==> config.mk <==
export PLATFORM = sky130hd
export DESIGN_NAME = playfair_digraph_cipher_unit
export DESIGN_NICKNAME = d
export VERILOG_FILES = /design/src/rtl/core/pfc_pkg.sv /design/src/rtl/core/pfc_ram.sv /design/src/rtl/core/pfc_ctrl.sv /design/src/rtl/core/pfc_dpath.sv /design/src/rtl/core/playfair_digraph_cipher_unit.sv
export SDC_FILE = /design/constraint.sdc
export NUM_CORES = 1
export LEC_CHECK = 0
export ABC_AREA = 1
export BUFFER_PORTS_ARGS = -buffer_cell sky130_fd_sc_hd__buf_2
export CAP_MARGIN = 0
export CORE_AREA = 8 8 278 280
export DETAILED_ROUTE_END_ITERATION = 16
export DIE_AREA = 0 0 286 288
export PLACE_DENSITY_LB_ADDON = 0.12
export SYNTH_ARGS = -nofsm -noshare
export SYNTH_HDL_FRONTEND = slang
export SYNTH_HIERARCHICAL = 1
export SYNTH_SLANG_ARGS = --single-unit
==> constraint.sdc <==
create_clock -name clk -period 6.6 [get_ports clk]
set_input_delay 0.99 -clock clk [delete_from_list [all_inputs] [get_ports clk]]
set_output_delay 0.99 -clock clk [all_outputs]
set_load 0.05 [all_outputs]
==> src/rtl/core/pfc_pkg.sv <==
// Shared types, constants and helper functions for the Playfair digraph cipher.
package pfc_pkg;

  localparam int SIDE  = 5;
  localparam int CELLS = 25;
  localparam int POS_DEPTH = 26;
  localparam int LETTER_W = 5;

  localparam logic [4:0] CODE_I    = 5'd8;
  localparam logic [4:0] CODE_J    = 5'd9;
  localparam logic [4:0] CODE_X    = 5'd23;
  localparam logic [4:0] LAST_CODE = 5'd25;

  localparam logic MODE_KEY = 1'b0;
  localparam logic MODE_MSG = 1'b1;

  typedef struct packed {
    logic       mode;
    logic [4:0] letter;
    logic       last;
  } pfc_in_t;

  typedef struct packed {
    logic [4:0] out_letter;
    logic       out_last;
  } pfc_out_t;

  typedef enum logic [3:0] {
    ST_IDLE,
    ST_DECODE,
    ST_FILL,
    ST_RD_A,
    ST_RD_B,
    ST_CALC,
    ST_RD_X,
    ST_RD_Y,
    ST_GET_Y,
    ST_EMIT_X,
    ST_EMIT_Y
  } pfc_state_t;

  typedef struct packed {
    logic load_item;
    logic decode;
    logic fill_step;
    logic rd_pos_b;
    logic cap_pa;
    logic calc;
    logic rd_cell_y;
    logic cap_x;
    logic cap_y;
    logic emit_x;
    logic emit_y;
    logic next_pair;
  } pfc_cmd_t;

  typedef struct packed {
    logic mode;
    logic last;
    logic pair_start;
    logic second;
    logic fill_done;
    logic out_free;
    logic skip_y;
  } pfc_status_t;

  function automatic logic [2:0] pfc_row(input logic [4:0] p);
    logic [2:0] r;
    if (p < 5'd5) begin
      r = 3'd0;
    end else if (p < 5'd10) begin
      r = 3'd1;
    end else if (p < 5'd15) begin
      r = 3'd2;
    end else if (p < 5'd20) begin
      r = 3'd3;
    end else begin
      r = 3'd4;
    end
    return r;
  endfunction

  function automatic logic [2:0] pfc_col(input logic [4:0] p);
    logic [4:0] base;
    base = 5'(pfc_row(p)) * 5'(SIDE);
    return 3'(p - base);
  endfunction

  // +1 or -1 modulo the side length
  function automatic logic [2:0] pfc_shift(input logic [2:0] v, input logic dec);
    logic [2:0] r;
    if (dec) begin
      r = (v == 3'd0) ? 3'(SIDE - 1) : v - 3'd1;
    end else begin
      r = (v == 3'(SIDE - 1)) ? 3'd0 : v + 3'd1;
    end
    return r;
  endfunction

  function automatic logic [4:0] pfc_cell(input logic [2:0] r, input logic [2:0] c);
    return 5'(r) * 5'(SIDE) + 5'(c);
  endfunction

endpackage

==> src/rtl/core/pfc_ram.sv <==
// Generic single write, single read RAM with registered read data.
module pfc_ram #(
  parameter int WIDTH = 8,
  parameter int DEPTH = 16
) (
  input  logic                     clk,
  input  logic                     we,
  input  logic [$clog2(DEPTH)-1:0] waddr,
  input  logic [WIDTH-1:0]         wdata,
  input  logic [$clog2(DEPTH)-1:0] raddr,
  output logic [WIDTH-1:0]         rdata
);

  logic [WIDTH-1:0] mem [DEPTH];

  always_ff @(posedge clk) begin
    if (we) begin
      mem[waddr] <= wdata;
    end
    rdata <= mem[raddr];
  end

endmodule

==> src/rtl/core/pfc_ctrl.sv <==
// Sequencer: request intake, square completion walk, digraph lookup and result issue.
module pfc_ctrl (
  input  logic                clk,
  input  logic                rst,
  input  logic                in_valid,
  output logic                in_ready,
  input  pfc_pkg::pfc_status_t status,
  output pfc_pkg::pfc_cmd_t    cmd
);
  import pfc_pkg::*;

  pfc_state_t state, state_next;

  always_ff @(posedge clk) begin
    if (rst) begin
      state <= ST_IDLE;
    end else begin
      state <= state_next;
    end
  end

  always_comb begin
    state_next = state;
    case (state)
      ST_IDLE: begin
        if (in_valid) state_next = ST_DECODE;
      end
      ST_DECODE: begin
        if (status.mode == MODE_KEY) begin
          state_next = status.last ? ST_FILL : ST_IDLE;
        end else begin
          state_next = status.pair_start ? ST_RD_A : ST_IDLE;
        end
      end
      ST_FILL: begin
        if (status.fill_done) state_next = ST_IDLE;
      end
      ST_RD_A:  state_next = ST_RD_B;
      ST_RD_B:  state_next = ST_CALC;
      ST_CALC:  state_next = ST_RD_X;
      ST_RD_X:  state_next = ST_RD_Y;
      ST_RD_Y:  state_next = ST_GET_Y;
      ST_GET_Y: state_next = ST_EMIT_X;
      ST_EMIT_X: begin
        // a dropped trailing X only happens on the final pair
        if (status.out_free) state_next = status.skip_y ? ST_IDLE : ST_EMIT_Y;
      end
      ST_EMIT_Y: begin
        if (status.out_free) state_next = status.second ? ST_RD_A : ST_IDLE;
      end
      default: state_next = ST_IDLE;
    endcase
  end

  always_comb begin
    cmd      = '0;
    in_ready = 1'b0;
    case (state)
      ST_IDLE: begin
        in_ready      = 1'b1;
        cmd.load_item = in_valid;
      end
      ST_DECODE: cmd.decode    = 1'b1;
      ST_FILL:   cmd.fill_step = 1'b1;
      ST_RD_A:   ;
      ST_RD_B: begin
        cmd.rd_pos_b = 1'b1;
        cmd.cap_pa   = 1'b1;
      end
      ST_CALC:   cmd.calc = 1'b1;
      ST_RD_X:   ;
      ST_RD_Y: begin
        cmd.rd_cell_y = 1'b1;
        cmd.cap_x     = 1'b1;
      end
      ST_GET_Y:  cmd.cap_y = 1'b1;
      ST_EMIT_X: cmd.emit_x = status.out_free;
      ST_EMIT_Y: begin
        cmd.emit_y    = status.out_free;
        cmd.next_pair = status.out_free && status.second;
      end
      default: ;
    endcase
  end

endmodule

==> src/rtl/core/pfc_dpath.sv <==
// Datapath: square storage, letter positions, held letter, digraph arithmetic, output register.
module pfc_dpath (
  input  logic                 clk,
  input  logic                 rst,
  input  logic                 cfg_we,
  input  logic                 cfg_wdata,
  input  pfc_pkg::pfc_in_t     in_data,
  input  pfc_pkg::pfc_cmd_t    cmd,
  output pfc_pkg::pfc_status_t status,
  output logic                 out_valid,
  input  logic                 out_ready,
  output pfc_pkg::pfc_out_t    out_data
);
  import pfc_pkg::*;

  logic        decrypt_select;
  logic [POS_DEPTH-1:0] present, present_eff, present_next;
  logic [4:0]  fill_count, fill_eff, fill_next;
  logic        square_complete;
  logic        pending_valid;
  logic [4:0]  pending_letter;
  logic [4:0]  fill_ctr;

  logic        item_mode, item_valid, item_last;
  logic [4:0]  item_code;

  logic [4:0]  pair_a, pair_b;
  logic        pair_final, pair_second;
  logic [4:0]  pa, na, nb, x, y;

  logic        clear, place_req, place_ok;
  logic [4:0]  place_code;
  logic [4:0]  cell_rdata, pos_rdata;

  logic        is_msg, dbl, start;
  logic [4:0]  dec_a, dec_b;
  logic        dec_final, dec_second;

  logic [2:0]  ra, ca, rb, cb;
  logic [4:0]  na_next, nb_next;

  // ---- square build ----
  always_comb begin
    clear       = cmd.decode && item_mode == MODE_KEY && square_complete;
    present_eff = clear ? '0 : present;
    fill_eff    = clear ? 5'd0 : fill_count;
    place_code  = cmd.fill_step ? fill_ctr : item_code;
    place_req   = (cmd.decode && item_mode == MODE_KEY && item_valid) || cmd.fill_step;
    place_ok    = place_req && place_code != CODE_J && place_code <= LAST_CODE &&
                  !present_eff[place_code] && fill_eff < 5'(CELLS);
    present_next = present_eff;
    if (place_ok) present_next[place_code] = 1'b1;
    fill_next = place_ok ? fill_eff + 5'd1 : fill_eff;
  end

  // ---- message decode ----
  always_comb begin
    is_msg = item_mode == MODE_MSG && square_complete;
    dbl    = item_valid && pending_valid && !decrypt_select && pending_letter == item_code;
    if (!item_valid) begin
      start = item_last && pending_valid;
    end else begin
      start = pending_valid || item_last;
    end
    dec_a      = pending_valid ? pending_letter : item_code;
    dec_b      = (!item_valid || !pending_valid || dbl) ? CODE_X : item_code;
    dec_final  = !item_valid || !pending_valid || (!dbl && item_last);
    dec_second = dbl && item_last;
  end

  // ---- position to cell arithmetic ----
  always_comb begin
    ra = pfc_row(pa);
    ca = pfc_col(pa);
    rb = pfc_row(pos_rdata);
    cb = pfc_col(pos_rdata);
    if (ra == rb) begin
      na_next = pfc_cell(ra, pfc_shift(ca, decrypt_select));
      nb_next = pfc_cell(rb, pfc_shift(cb, decrypt_select));
    end else if (ca == cb) begin
      na_next = pfc_cell(pfc_shift(ra, decrypt_select), ca);
      nb_next = pfc_cell(pfc_shift(rb, decrypt_select), cb);
    end else begin
      na_next = pfc_cell(ra, cb);
      nb_next = pfc_cell(rb, ca);
    end
  end

  always_ff @(posedge clk) begin
    if (rst) begin
      decrypt_select  <= 1'b0;
      present         <= '0;
      fill_count      <= 5'd0;
      square_complete <= 1'b0;
      pending_valid   <= 1'b0;
      fill_ctr        <= 5'd0;
      out_valid       <= 1'b0;
    end else begin
      if (cfg_we) decrypt_select <= cfg_wdata;
      present    <= present_next;
      fill_count <= fill_next;
      if (clear) begin
        square_complete <= 1'b0;
        pending_valid   <= 1'b0;
      end else if (cmd.fill_step && fill_ctr == LAST_CODE) begin
        square_complete <= 1'b1;
      end
      if (cmd.decode) begin
        fill_ctr <= 5'd0;
      end else if (cmd.fill_step) begin
        fill_ctr <= fill_ctr + 5'd1;
      end
      if (cmd.decode && is_msg) begin
        if (!item_valid) begin
          if (item_last) pending_valid <= 1'b0;
        end else if (!pending_valid) begin
          pending_valid <= !item_last;
        end else if (dbl) begin
          pending_valid <= !item_last;
        end else begin
          pending_valid <= 1'b0;
        end
      end
      if (cmd.emit_x || cmd.emit_y) begin
        out_valid <= 1'b1;
      end else if (out_ready) begin
        out_valid <= 1'b0;
      end
    end
  end

  always_ff @(posedge clk) begin
    if (cmd.load_item) begin
      item_mode  <= in_data.mode;
      item_last  <= in_data.last;
      item_valid <= in_data.letter <= LAST_CODE;
      item_code  <= (in_data.letter == CODE_J) ? CODE_I : in_data.letter;
    end
    if (cmd.decode && is_msg && item_valid && !pending_valid && !item_last) begin
      pending_letter <= item_code;
    end
    if (cmd.decode) begin
      pair_a      <= dec_a;
      pair_b      <= dec_b;
      pair_final  <= dec_final;
      pair_second <= dec_second;
    end else if (cmd.next_pair) begin
      // held repeat that was also the last letter: pad it with X
      pair_a      <= item_code;
      pair_b      <= CODE_X;
      pair_final  <= 1'b1;
      pair_second <= 1'b0;
    end
    if (cmd.cap_pa) pa <= pos_rdata;
    if (cmd.calc) begin
      na <= na_next;
      nb <= nb_next;
    end
    if (cmd.cap_x) x <= cell_rdata;
    if (cmd.cap_y) y <= cell_rdata;
    if (cmd.emit_x) begin
      out_data.out_letter <= x;
      out_data.out_last   <= status.skip_y;
    end else if (cmd.emit_y) begin
      out_data.out_letter <= y;
      out_data.out_last   <= pair_final;
    end
  end

  pfc_ram #(.WIDTH(LETTER_W), .DEPTH(CELLS)) u_cell_ram (
    .clk   (clk),
    .we    (place_ok),
    .waddr (fill_eff),
    .wdata (place_code),
    .raddr (cmd.rd_cell_y ? nb : na),
    .rdata (cell_rdata)
  );

  pfc_ram #(.WIDTH(LETTER_W), .DEPTH(POS_DEPTH)) u_pos_ram (
    .clk   (clk),
    .we    (place_ok),
    .waddr (place_code),
    .wdata (fill_eff),
    .raddr (cmd.rd_pos_b ? pair_b : pair_a),
    .rdata (pos_rdata)
  );

  always_comb begin
    status.mode       = item_mode;
    status.last       = item_last;
    status.pair_start = is_msg && start;
    status.second     = pair_second;
    status.fill_done  = fill_ctr == LAST_CODE;
    status.out_free   = !out_valid || out_ready;
    status.skip_y     = decrypt_select && pair_final && y == CODE_X;
  end

  a_emit_slot_free: assert property (@(posedge clk) disable iff (rst)
    (cmd.emit_x || cmd.emit_y) |-> (!out_valid || out_ready))
    else $error("result issued while output register is occupied");

  a_complete_full: assert property (@(posedge clk) disable iff (rst)
    square_complete |-> fill_count == 5'(CELLS))
    else $error("square marked complete with empty cells");

  a_pending_needs_square: assert property (@(posedge clk) disable iff (rst)
    pending_valid |-> square_complete)
    else $error("held message letter without a complete square");

endmodule

==> src/rtl/core/playfair_digraph_cipher_unit.sv <==
// A keyword letter is decoded in turn; the last one adds an alphabet walk before idle.
// A digraph-closing message letter shows its first result after the request is taken
// (two position RAM reads, cell computation, two square RAM reads), the second when the output
// register is free; a split repeat that is also the final letter then adds a padded pair.
// One letter in flight: a new request is taken only once the previous one is through, stalls included.
// Reset (rst, synchronous): encrypt mode, empty square, no held letter; RAMs are not cleared.
module playfair_digraph_cipher_unit (
  input  logic              clk,
  input  logic              rst,
  input  logic              cfg_we,
  input  logic              cfg_wdata,
  input  logic              in_valid,
  output logic              in_ready,
  input  pfc_pkg::pfc_in_t  in_data,
  output logic              out_valid,
  input  logic              out_ready,
  output pfc_pkg::pfc_out_t out_data
);
  import pfc_pkg::*;

  pfc_cmd_t    cmd;
  pfc_status_t status;

  pfc_ctrl u_ctrl (
    .clk      (clk),
    .rst      (rst),
    .in_valid (in_valid),
    .in_ready (in_ready),
    .status   (status),
    .cmd      (cmd)
  );

  pfc_dpath u_dpath (
    .clk       (clk),
    .rst       (rst),
    .cfg_we    (cfg_we),
    .cfg_wdata (cfg_wdata),
    .in_data   (in_data),
    .cmd       (cmd),
    .status    (status),
    .out_valid (out_valid),
    .out_ready (out_ready),
    .out_data  (out_data)
  );

endmodule
* Word level (Yosys, flattened, before mapping) *
Memory sizes are Yosys's and may differ from the RTL's. A register that Yosys moved wholly into a read port is not among the register bits.
Cells that the tools add are included.

storage, ports and cells
  register bits = 100
  bits in writable memories = 255
  input port bits = 13
  memories kept = 2

memories
  memory                  depth  bits a word  read ports  clocked after memory_dff  write ports  line           text
  u_dpath.u_pos_ram.mem   26     5            1           1                         1            pfc_ram.sv:14  logic [WIDTH-1:0] mem [DEPTH];
  u_dpath.u_cell_ram.mem  25     5            1           1                         1            pfc_ram.sv:14

cells by class
  add/subtract/negate cells = 18
  multiply operators = 4
  magnitude comparators = 13
  equal/unequal tests = 25
  mux-type cells = 84
  bitwise gates (word level) = 2
  reduce and logical (&&, ||, !) cells = 49

operators by type and width
  operator               number
  $mux W3                26
  $mux W5                15
  $mux W26               2
  $pmux W4 S11           1
  $add A5 B3 Y5          6
  $or A26 B26 Y26        1
  $logic_and A1 B1 Y1    24
  $mux W1                24
  $mux W4                6
  $lt A5 B4 Y1 const B   4
  $mul A3 B3 Y5 const B  4
  $eq A4 B3 Y1 const B   4
  $lt A5 B5 Y1 const B   3
  $add A3 B1 Y3 const B  4
  $eq A3 B3 Y1 const B   4
  $eq A4 B4 Y1 const B   3
  $logic_not A3 Y1       4
  $mux W2                6
  $mux W6                2
  $sub A3 B1 Y3 const B  4
  $add A5 B1 Y5 const B  2
  $eq A5 B5 Y1 const B   2
  $le A5 B5 Y1 const B   2
  $lt A5 B3 Y1 const B   2
  20 further kinds       40

* Longest topological paths before layout *
Gate-level depths: netlist of the first run.

  word-level depth = 14
  depth in mapped cells = 24

* By module *
Netlist of the first run, hierarchy kept.

by module, submodules not included
  module                         instances  cells each  area an instance (um2)  sequential area each (um2)
  pfc_dpath                      1          808         6441.2                  2482.4
  pfc_ram at u_dpath.u_pos_ram   1          516         5662.9                  4003.8
  pfc_ram at u_dpath.u_cell_ram  1          528         5556.6                  3853.7
  pfc_ctrl                       1          74          422.9                   80.1

* Worst setup path before layout of the first run *
No wires, ideal clock.

  path kind = reg-to-reg
  from = register u_dpath.u_pos_ram.rdata[2], read port of u_dpath.u_pos_ram.mem
  to = register u_dpath.nb[4] (data pin)
  setup time = 0.253 ns
  data arrival time = 3.257 ns
  data required time = 6.347 ns
  slack = 3.090 ns
  stages on the path, launching flop included = 18
  path through = dfxtp_1 nand2_1 clkinv_1 nand3_1 a31oi_2 ha_1 xnor2_1 xor2_1 inv_2 o21ai_0 a21oi_1 ha_1 fa_1 nand2_1 a21oi_1 xor2_1 nand3_1 nand2_1

between the ends
  word-level cells in the longest chain between the ends = 14
  elaborated cells on any way between the ends = 35
  classes of those cells = add/sub (8); mul (2); order compare (4); eq/ne (4); mux (15); reduce/logical (2)

ends and longest elaborated chain
  what                                                   line              text
  start: declaration                                     pfc_ram.sv:11     output logic [WIDTH-1:0] rdata
  branches (longest 13 deep; another with $lt A5 B5 Y1)  n/a
  $mux W5 (*)                                            pfc_dpath.sv:77   if (ra == rb) begin
  via u_dpath.nb_next[4]                                 pfc_dpath.sv:40   logic [4:0] na_next, nb_next;
  end signal: assignment                                 pfc_dpath.sv:157  nb <= nb_next;
  end: declaration                                       pfc_dpath.sv:29   logic [4:0] pa, na, nb, x, y;

Mark *: on every way through the listed nets, which the timed path passes. The select of a mux whose other input is x is not followed.
A chain may end at the register's enable or synchronous reset.

==> results of run 1 <==
-- cell type report --
cell class	count	area share, %
Antenna cell	1	0.0123
Clock buffer	60	5.79
Clock inverter	20	0.842
Inverter	217	4.03
Multi-Input combinational cell	1264	31.0
Sequential cell	365	51.2
Tap cell	959	5.89
Timing Repair Buffer	40	1.23
-- placed cells by master (no fill, tap or decap), types with 27 or more instances in the layout --
cell type	n
a21oi_1	50
ha_1	48
o21ai_0	27
nand3_1	281
nand2_1	560
nor2_1	148
inv_1	184
clkbuf_16	43
dfxtp_1	54
inv_2	30
edfxtp_1	311
-- report_power, final --
| group | switching [mW] | internal, mW |
|---|---|---|
| sequential | 0.0263 | 2.57 |
| clock | 0.960 | 1.30 |
| combinational | 0.871 | 0.440 |
| total | 1.86 | 4.31 |
-- logic make-up (layout without fill, tap and decap cells) --
| logic type | after synthesis | after routing | synth area share, % |
|---|---|---|---|
| and+or+nand+nor | 1056 | 1056 | 25.0 |
| other | 0 | 1 | 0 |
| DFF | 365 | 365 | 57.6 |
| AOI/OAI and AO/OA | 114 | 114 | 3.64 |
| adders and majority gates | 56 | 56 | 4.21 |
| xor gates and xnor gates | 28 | 28 | 1.40 |
| buffers and inverters | 297 | 337 | 7.47 |
| muxes | 10 | 10 | 0.623 |
-- stage by stage --
step	cell area (µm²)	cells	utilization, %	hold slack, ps
floorplan	18100	1926	-	404
global placement	19000	2845	26.2	418
detailed placement	19000	2845	26.2	413
CTS	20400	2925	28.0	421
global route	20400	2925	28.0	434
finish	20400	2926	28.1	424
-- flip-flops by register name, indices dropped and copies added, names as in the netlist, 4 cells and up --
register / cells
u_ctrl/state: 4
u_dpath/fill_count: 5
u_dpath/fill_ctr: 5
u_dpath/item_code: 5
u_dpath/na: 5
u_dpath/nb: 5
u_dpath/out_data: 6
u_dpath/pa: 5
u_dpath/pair_a: 5
u_dpath/pair_b: 5
u_dpath/pending_letter: 5
u_dpath/present: 26
u_dpath/u_cell_ram/mem: 125
u_dpath/u_cell_ram/rdata: 5
u_dpath/u_pos_ram/mem: 130
u_dpath/u_pos_ram/rdata: 5
u_dpath/x: 5
u_dpath/y: 5
-- worst paths after layout --
path,slack [ps],to,cells after the start,startpoint
worst max-delay path,1700,u_dpath/u_pos_ram/mem[20][1],16,u_ctrl/state[3]
worst min-delay path,420,u_dpath/y[4],0,u_dpath/u_cell_ram/rdata[4]
worst max register to register,1700,u_dpath/u_pos_ram/mem[20][1],16,u_ctrl/state[3]
worst min register to register,420,u_dpath/y[4],0,u_dpath/u_cell_ram/rdata[4]
-- layer usage --
metal	up-vias	wire length [µm]
li1	6390	-
met1	6167	23000
met2	182	23900
met3	59	1580
met4	0	1060
met5	-	0
==> flow_metrics.py, run 1 <==
metrics = {
    "run_status": {
        "outcome": "complete, no violations",
    },
    "synthesis": {
        "avgSynthCellArea_um2": 9.39,
        "yosysMostFrequentCell": "nand2_1",
        "syn-cell-area_um2": 18100,
        "synth_top_cell_by_area": "edfxtp_1",
        "synth_area_leaders": "edfxtp_1 (52%), nand2_1 (12%), nand3_1 (7.8%), dfxtp_1 (6.0%), inv_1 (3.8%)",
        "synth_top_area_share_pct": 51.6,
        "synth_seq_cells": 365,
        "synthCells": 1926,
        "syn-num-nets": 1995,
        "synth_edf_count": 311,
        "async_flop_share_pct": 0,
        "synth_commonest_cells": "nand2_1 (560), edfxtp_1 (311), nand3_1 (281)",
        "ys_seq_area_share_pct": 57.6,
        "yosys_warnings": 6,
        "synth.distinct_cells": 51,
        "ys.flop_type": "edfxtp_1",
    },
    "final_layout": {
        "area_growth_pct": 12.6,
        "regArea_um2": 10400,
        "multi_input_area_um2": 6320,
        "n_fill_cell": 7770,
        "nets": 2000,
        "drive_above_1_share_pct": 9.66,
    },
    "grt": {
        "grt_pass1_vias": 13200,
        "grt_util_met2_pct": 20.7,
        "grt_util_all_layers_pct": 11.9,
        "grt_remaining_overflow": 0,
        "grtUsageMet1_pct": 15.2,
        "grt_start_max_net_pins": 67,
        "busiest_layer": "met2",
        "grt_pass1_wl_mm": 77.0,
        "use_met3_pct": 1.76,
        "antenna_found_initial": 0,
    },
    "worst_setup_path": {
        "crit_buf_inv": 3,
        "crit_family": "simple AND/OR/NAND/NOR gates",
        "cp-end-kind": "register",
        "path_max_fanout": 43,
        "startpoint_type": "register",
        "slowest_delay_ps": 760,
        "path_cells": "inv_1 -> nand2_1 -> nor2_2 -> nand3_2 -> nand2_1 -> nor2_1 -> nand2_1 -> nand3_1 -> nor2_1 -> nand2_1 -> nor2_4 -> buf_4 -> nand2_1 -> inv_1 -> nand3_1 -> nor2_1",
        "required_ps": 6800,
        "crit_arrival_ps": 5110,
        "cp_common_cell": "nand2_1",
        "crit_slowest_cell": "nand3_2",
        "critPathKind": "reg -> reg",
    },
    "floorplanning": {
        "fp.dieArea_um2": 82400,
        "row_count": 99,
        "core_area_um2": 72600,
        "initial_utilization_pct": 24.9,
        "die_y_um": 288,
        "fp.dieW_um": 286,
        "io_pins": 21,
    },
    "timing": {
        "fmax_ghz": 0.204,
        "finalCritPeriodShare_pct": 74.3,
        "fin_ws_ps": 1700,
        "skew_ps": 35.2,
        "rsz0062_at_grt": "no",
        "maxSlewHeadroom_pct": 22.3,
        "slew_violations": 0,
        "tns_ps": 0,
        "finalSetupViolations": 0,
        "hold_viol": 0,
        "tightest_slew_ps": 1160,
        "period_minus_slack_ps": 4900,
    },
    "clock_tree": {
        "clock_path_buffers": 3,
        "cts_max_level": 2,
        "cts.sink_count": 365,
        "worst_skew_pair.late_latency_ps": 590,
        "cts.reportedPaths.clkPinSlew_ps": 60,
        "cts_root_buf": "clkbuf_16",
        "cts_tree": "done",
        "cts_made_buffers": 43,
        "cts_setup_buffers": 0,
        "ctsResizeCount": 0,
        "postCtsHoldBufs": 0,
    },
    "hold_path": {
        "hold_class": "reg -> reg",
    },
    "placed_design": {
        "port_buffers": 20,
        "dpl_worst_slack_ps": 1660,
        "place_congestion": 0.780,
        "dp_hpwl_mm": 33.1,
    },
    "detailed_routing": {
        "drt_wl_total_mm": 49.5,
        "wl_per_cell_um": 16.9,
        "ant_nets": 0,
        "first_pass_iters": 5,
        "drt_iter0_markers": 691,
        "drc": 0,
        "viasPerCell": 4.37,
        "num_vias": 12800,
    },
    "power_and_ir_drop": {
        "p_leak_nw": 8.11,
        "ir_worst_vdd_mv": 0.194,
        "total_power_mw": 6.16,
        "p_per_area_nw_per_um2": 303,
    },
    "job": {
        "maxCapViolations": 0,
    },
}
No activity file was read; power rests on OpenSTA's default activity.
==> run 2, diff against run 1 <==
==> constraint.sdc (replaced) <==
create_clock -name clk -period 4.4 [get_ports clk]
set_input_delay 0.66 -clock clk [delete_from_list [all_inputs] [get_ports clk]]
set_output_delay 0.66 -clock clk [all_outputs]
set_load 0.05 [all_outputs]
==> run 2 against run 1 <==
Compared with the run above: hold slack got worse by 140 ps; count of clock-buffer cells in the layout rose by 2; first-iteration DRC count rose by 14%; die area did not move; non-clock buffer count rose by 15; global-route usage fell by 0.072 points; final cell count rose by 0.62%; via count rose by 0.42%; routed wire length fell by 0.96%; clock skew rose by 16 ps; critical path type unchanged; largest power group unchanged.
==> flow_metrics.py, run 2 (synthesized netlist as in run 1, its figures left out) <==
metrics = {
    "detailed_routing": {
        "first_pass_iters": 7,
        "wl_per_cell_um": 16.7,
        "ant_nets": 0,
        "viasPerCell": 4.37,
        "drt_wl_total_mm": 49.0,
        "drc": 0,
        "num_vias": 12900,
        "drt_iter0_markers": 785,
    },
    "run_status": {
        "outcome": "complete, no violations",
    },
    "placed_design": {
        "port_buffers": 20,
        "dpl_worst_slack_ps": 209,
        "placed_cell_area_um2": 19100,
        "place_congestion": 0.778,
        "dp_hpwl_mm": 32.7,
    },
    "worst_setup_path": {
        "startpoint_type": "register",
        "crit_slowest_cell": "nand3_1",
        "path_max_fanout": 21,
        "crit_family": "simple AND/OR/NAND/NOR gates",
        "crit_arrival_ps": 4320,
        "path_cells": "inv_1 -> nand2_1 -> nor3_2 -> buf_4 -> nand2_4 -> nand2_4 -> nor2_2 -> inv_2 -> o21ai_1 -> nor2_1 -> nor2_2 -> nor2_4 -> nand2_1 -> inv_1 -> nand3_1 -> nor2_1",
        "critPathKind": "reg -> reg",
        "cp-end-kind": "register",
        "required_ps": 4620,
        "crit_buf_inv": 4,
        "slowest_delay_ps": 550,
    },
    "job": {
        "maxCapViolations": 0,
    },
    "timing": {
        "skew_ps": 51.0,
        "tightest_slew_ps": 1200,
        "hold_viol": 0,
        "finalSetupViolations": 0,
        "maxSlewHeadroom_pct": 19.2,
        "rsz0062_at_grt": "no",
        "fin_ws_ps": 296,
        "fmax_ghz": 0.244,
        "period_minus_slack_ps": 4100,
        "slew_violations": 0,
        "finalCritPeriodShare_pct": 93.3,
        "tns_ps": 0,
    },
    "final_layout": {
        "diodes": 0,
        "mostFrequentLayoutCell": "nand2_1",
        "top_register": "u_dpath/u_pos_ram/mem",
        "post-route-util_pct": 28.5,
        "mostFrequentLayoutCells": "nand2_1 (559), edfxtp_1 (311), nand3_1 (281)",
        "top_regs": "u_dpath/u_pos_ram/mem x130, u_dpath/u_cell_ram/mem x125, u_dpath/present x26",
        "largest_reg_flops": 130,
        "drive_above_1_share_pct": 10.7,
        "area_growth_pct": 14.6,
        "nets": 2017,
        "finalInstanceArea_um2": 20700,
    },
    "grt": {
        "grt_pass1_wl_mm": 76.3,
        "grt_util_all_layers_pct": 11.8,
        "antenna_found_initial": 0,
        "grt_pass1_vias": 13200,
        "grt_start_max_net_pins": 63,
        "grt_remaining_overflow": 0,
    },
    "floorplanning": {
        "fp.dieW_um": 286,
        "die_y_um": 288,
        "initial_utilization_pct": 24.9,
        "fp.dieArea_um2": 82400,
        "io_pins": 21,
        "row_count": 99,
        "core_area_um2": 72600,
    },
    "clock_tree": {
        "cts_max_level": 2,
        "cts.sink_count": 365,
        "cts_root_buf": "clkbuf_16",
        "cts_tree": "done",
        "postCtsHoldBufs": 0,
        "cts_made_buffers": 45,
        "cts.reportedPaths.clkPinSlew_ps": 60,
        "clock_path_buffers": 3,
        "worst_skew_pair.late_latency_ps": 600,
    },
    "power_and_ir_drop": {
        "p_per_area_nw_per_um2": 466,
        "ir_worst_vdd_mv": 0.313,
        "p_leak_nw": 8.29,
        "total_power_mw": 9.65,
    },
    "hold_path": {
        "hold_class": "in -> reg",
    },
}
run 2: final cells by class:
type	count	area [µm²]
fill	7662	51900
inverter	217	823
multi-input combinational	1264	6330
sequential	365	10400
timing repair buffer	55	388
clock inverter	22	302
clock buffer	62	1250
tap	959	1200
run 2: timing repair:
action | CTS | global route
setup endpoints to repair | 0 | 44
setup buffers | 0 | 3
resized for setup | 0 | 4
run 2: where the power goes:
group,total [mW],leakage (nW),switching (mW),internal (mW)
clock network,3.81,0.749,1.51,2.30
logic,1.96,4.30,1.28,0.675
registers,3.88,3.24,0.0321,3.85
total,9.65,8.29,2.82,6.83
run 2: stage by stage:
stage | std cells | hold WS [ps]
2_1_floorplan | 1926 | 404
3_5_place_dp | 2857 | 425
4_1_cts | 2941 | 238
3_3_place_gp | 2857 | 415
5_1_grt | 2944 | 243
6_report | 2944 | 282
run 2: routing by layer:
layer  track usage [%]  routed length, µm  vias up
li1                  -                  -     6424
met1              14.7              22300     6149
met2              20.5              23500      206
met3              2.19               1870       73
met4              3.89               1370        0
met5                 0                  0        -
run 2: path summary, 6_finish.rpt:
| kind | start | cells after the start | slack, ps | end |
|---|---|---|---|---|
| setup / recovery | u_ctrl/state[3] | 16 | 300 | u_dpath/u_pos_ram/mem[25][4] |
| hold / removal | in_data[6] | 1 | 280 | u_dpath/item_mode |
| setup reg to reg | u_ctrl/state[3] | 16 | 300 | u_dpath/u_pos_ram/mem[25][4] |
| hold reg to reg | u_dpath/u_cell_ram/rdata[0] | 0 | 440 | u_dpath/x[0] |
==> run 3, diff against run 2 <==
--- a/config.mk
+++ b/config.mk
@@ -12,6 +12,7 @@
 export DETAILED_ROUTE_END_ITERATION = 16
 export DIE_AREA = 0 0 286 288
 export PLACE_DENSITY_LB_ADDON = 0.12
+export REMOVE_ABC_BUFFERS = 1
 export SYNTH_ARGS = -nofsm -noshare
 export SYNTH_HDL_FRONTEND = slang
 export SYNTH_HIERARCHICAL = 1
==> constraint.sdc (replaced) <==
create_clock -name clk -period 4.08 [get_ports clk]
set_input_delay 0.612 -clock clk [delete_from_list [all_inputs] [get_ports clk]]
set_output_delay 0.612 -clock clk [all_outputs]
set_load 0.05 [all_outputs]
==> run 3 against run 2 <==
Compared with the run above: non-clock buffer count up 16; final cell count up 0.27%; power up 3.1%; clock power down 3%; via count up 0.44%; routed wire length about the same; cell area down 0.53%; sequential share of layout area up 0.27 points; core utilization down 0.15 points; fmax up 8.3%; global-route usage about the same; count of clock-buffer cells in the layout down 2; largest power group unchanged.
==> flow_metrics.py, run 3 (synthesized netlist as in run 1, its figures left out) <==
metrics = {
    "worst_setup_path": {
        "r2r-start": "u_dpath/u_pos_ram/rdata[2]",
        "startpoint_type": "register",
        "r2r_end": "u_dpath/nb[4]",
        "cp-end-kind": "register",
        "slowest_delay_ps": 580,
        "path_max_fanout": 6,
        "crit_slowest_cell": "fa_1",
        "r2r_slack_ps": 290,
        "cp_common_cell": "ha_1",
        "crit_buf_inv": 3,
        "crit_family": "adder cells",
        "required_ps": 4390,
        "critPathKind": "reg -> reg",
        "reg2reg_depth": 17,
        "crit_arrival_ps": 4100,
        "path_cells": "inv_2 -> a31oi_1 -> a31oi_2 -> buf_4 -> ha_1 -> fa_1 -> ha_1 -> inv_1 -> o21ai_0 -> a21oi_1 -> ha_1 -> fa_1 -> nand2_1 -> a21oi_1 -> xor2_1 -> nand3_1 -> nand2_1",
    },
    "hold_path": {
        "holdPathStages": 1,
        "min_to": "u_dpath/item_mode",
        "hold_class": "in -> reg",
        "hp-start": "in_data[6]",
    },
    "detailed_routing": {
        "drt_iter0_markers": 787,
        "drt_wl_total_mm": 49.0,
        "wl_per_cell_um": 16.6,
        "ant_nets": 0,
        "num_vias": 12900,
        "viasPerCell": 4.37,
        "first_pass_iters": 5,
        "drc": 0,
    },
    "power_and_ir_drop": {
        "p_seq_share_pct": 42.0,
        "netSwitchingFraction_pct": 29.4,
        "p_switching_mw": 2.92,
        "p_leak_nw": 8.27,
        "p_per_area_nw_per_um2": 483,
        "clkPwrFrac_pct": 36.9,
        "combinationalPowerShare_pct": 21.0,
        "intPower_mw": 7.03,
        "ir_worst_vdd_mv": 0.247,
    },
    "placed_design": {
        "dp_hpwl_mm": 33.0,
        "dpl_worst_slack_ps": 203,
        "port_buffers": 20,
        "place_congestion": 0.772,
        "dp.cells": 2875,
    },
    "run_status": {
        "outcome": "complete, no violations",
    },
    "timing": {
        "period_minus_slack_ps": 3790,
        "finalSetupViolations": 0,
        "maxSlewHeadroom_pct": 28.5,
        "fmax_ghz": 0.264,
        "rsz0062_at_grt": "no",
        "tightest_slew_ps": 1070,
        "finalCritPeriodShare_pct": 92.9,
        "fin_ws_ps": 289,
        "skew_ps": 34.5,
        "slew_violations": 0,
        "hold_viol": 0,
    },
    "grt": {
        "grt_util_all_layers_pct": 11.8,
        "antenna_found_initial": 0,
        "grt_remaining_overflow": 0,
        "grt_pass1_vias": 13000,
        "grt_pass1_wl_mm": 76.8,
        "grt_start_max_net_pins": 66,
    },
    "floorplanning": {
        "die_y_um": 288,
        "io_pins": 21,
        "initial_utilization_pct": 24.9,
        "fp.dieArea_um2": 82400,
        "core_area_um2": 72600,
        "row_count": 99,
        "fp.dieW_um": 286,
    },
    "clock_tree": {
        "cts_tree": "done",
        "postCtsHoldBufs": 0,
        "cts_made_buffers": 42,
        "cts_max_level": 2,
        "clock_path_buffers": 3,
        "cts_root_buf": "clkbuf_16",
        "worst_skew_pair.late_latency_ps": 580,
        "cts.sink_count": 365,
        "cts.reportedPaths.clkPinSlew_ps": 60,
    },
    "final_layout": {
        "mostFrequentLayoutCells": "nand2_1 (560), edfxtp_1 (311), nand3_1 (281)",
        "nets": 2030,
        "diodes": 0,
        "final_cells": 2952,
        "top_register": "u_dpath/u_pos_ram/mem",
        "area_growth_pct": 14.0,
        "largest_reg_flops": 130,
        "top_regs": "u_dpath/u_pos_ram/mem x130, u_dpath/u_cell_ram/mem x125, u_dpath/present x26",
        "n_fill_cell": 7816,
        "drive_above_1_share_pct": 11.1,
        "mostFrequentLayoutCell": "nand2_1",
    },
    "job": {
        "maxCapViolations": 0,
    },
}
## run 3: worst register-to-register path: stages, from the launching register on
cell,delay (ps)
dfxtp_1,430
inv_2,50
a31oi_1,260
a31oi_2,130
buf_4,190
ha_1,190
fa_1,580
ha_1,200
inv_1,50
o21ai_0,260
a21oi_1,110
ha_1,220
fa_1,390
nand2_1,100
a21oi_1,70
xor2_1,160
nand3_1,90
nand2_1,50
## run 3: layer usage
layer  GRT usage, %  up-vias  share of wire (%)
met5              0        -                  0
met4           2.97        0                2.0
met3           1.75       57                3.4
met2           19.5      209                 47
met1           16.2     6193                 48
li1               -     6449                  -
## run 3: area by class of cell
type                       instances  area (µm²)  share of cell area (%)
timing repair buffer              71         508                    2.47
clock inverter                    16         151                   0.735
multi-input combinational       1264        6330                    30.7
inverter                         217         820                    3.98
tap                              959        1200                    5.82
clock buffer                      60        1180                    5.73
sequential                       365       10400                    50.6
## run 3: worst max-delay path by stage
stage	startpoint	endpoint	slack (ps)	cells after the start
finish	u_dpath/u_pos_ram/rdata[2]	u_dpath/nb[4]	290	17
global route	u_dpath/u_pos_ram/rdata[2]	u_dpath/nb[4]	5	17
CTS	u_dpath/pa[3]	u_dpath/na[4]	180	18
detailed placement	u_dpath/pa[3]	u_dpath/na[4]	200	18
global placement	u_dpath/pa[3]	u_dpath/na[4]	260	18
floorplan	u_ctrl/state[3]	u_dpath/u_cell_ram/mem[24][0]	-850	15
## run 3: power groups by stage
stage	combinational (mW)	sequential (mW)	clock, mW
after floorplan	1.50	4.25	0
after CTS	2.13	4.18	3.84
after global routing	2.43	4.19	3.97
after detailed placement	2.12	4.26	0
after global placement	2.12	4.26	0
final	2.09	4.18	3.68
## run 3: stage by stage
stage | total power, mW | utilization (%) | hold slack [ps] | instance area [µm²] | TNS, ps
after floorplan | 5.76 | - | 404 | 17600 | -147180
after global placement | 6.38 | 26.5 | 412 | 19300 | 0
after detailed placement | 6.39 | 26.5 | 418 | 19300 | 0
after CTS | 10.2 | 28.4 | 201 | 20600 | 0
after global routing | 10.6 | 28.4 | 204 | 20600 | 0
final | 9.95 | 28.4 | 240 | 20600 | 0
## run 3: what timing repair did
action / CTS / global route
buffers inserted: 0 / 1
gates resized for setup: 0 / 6
setup endpoints to repair: 0 / 2
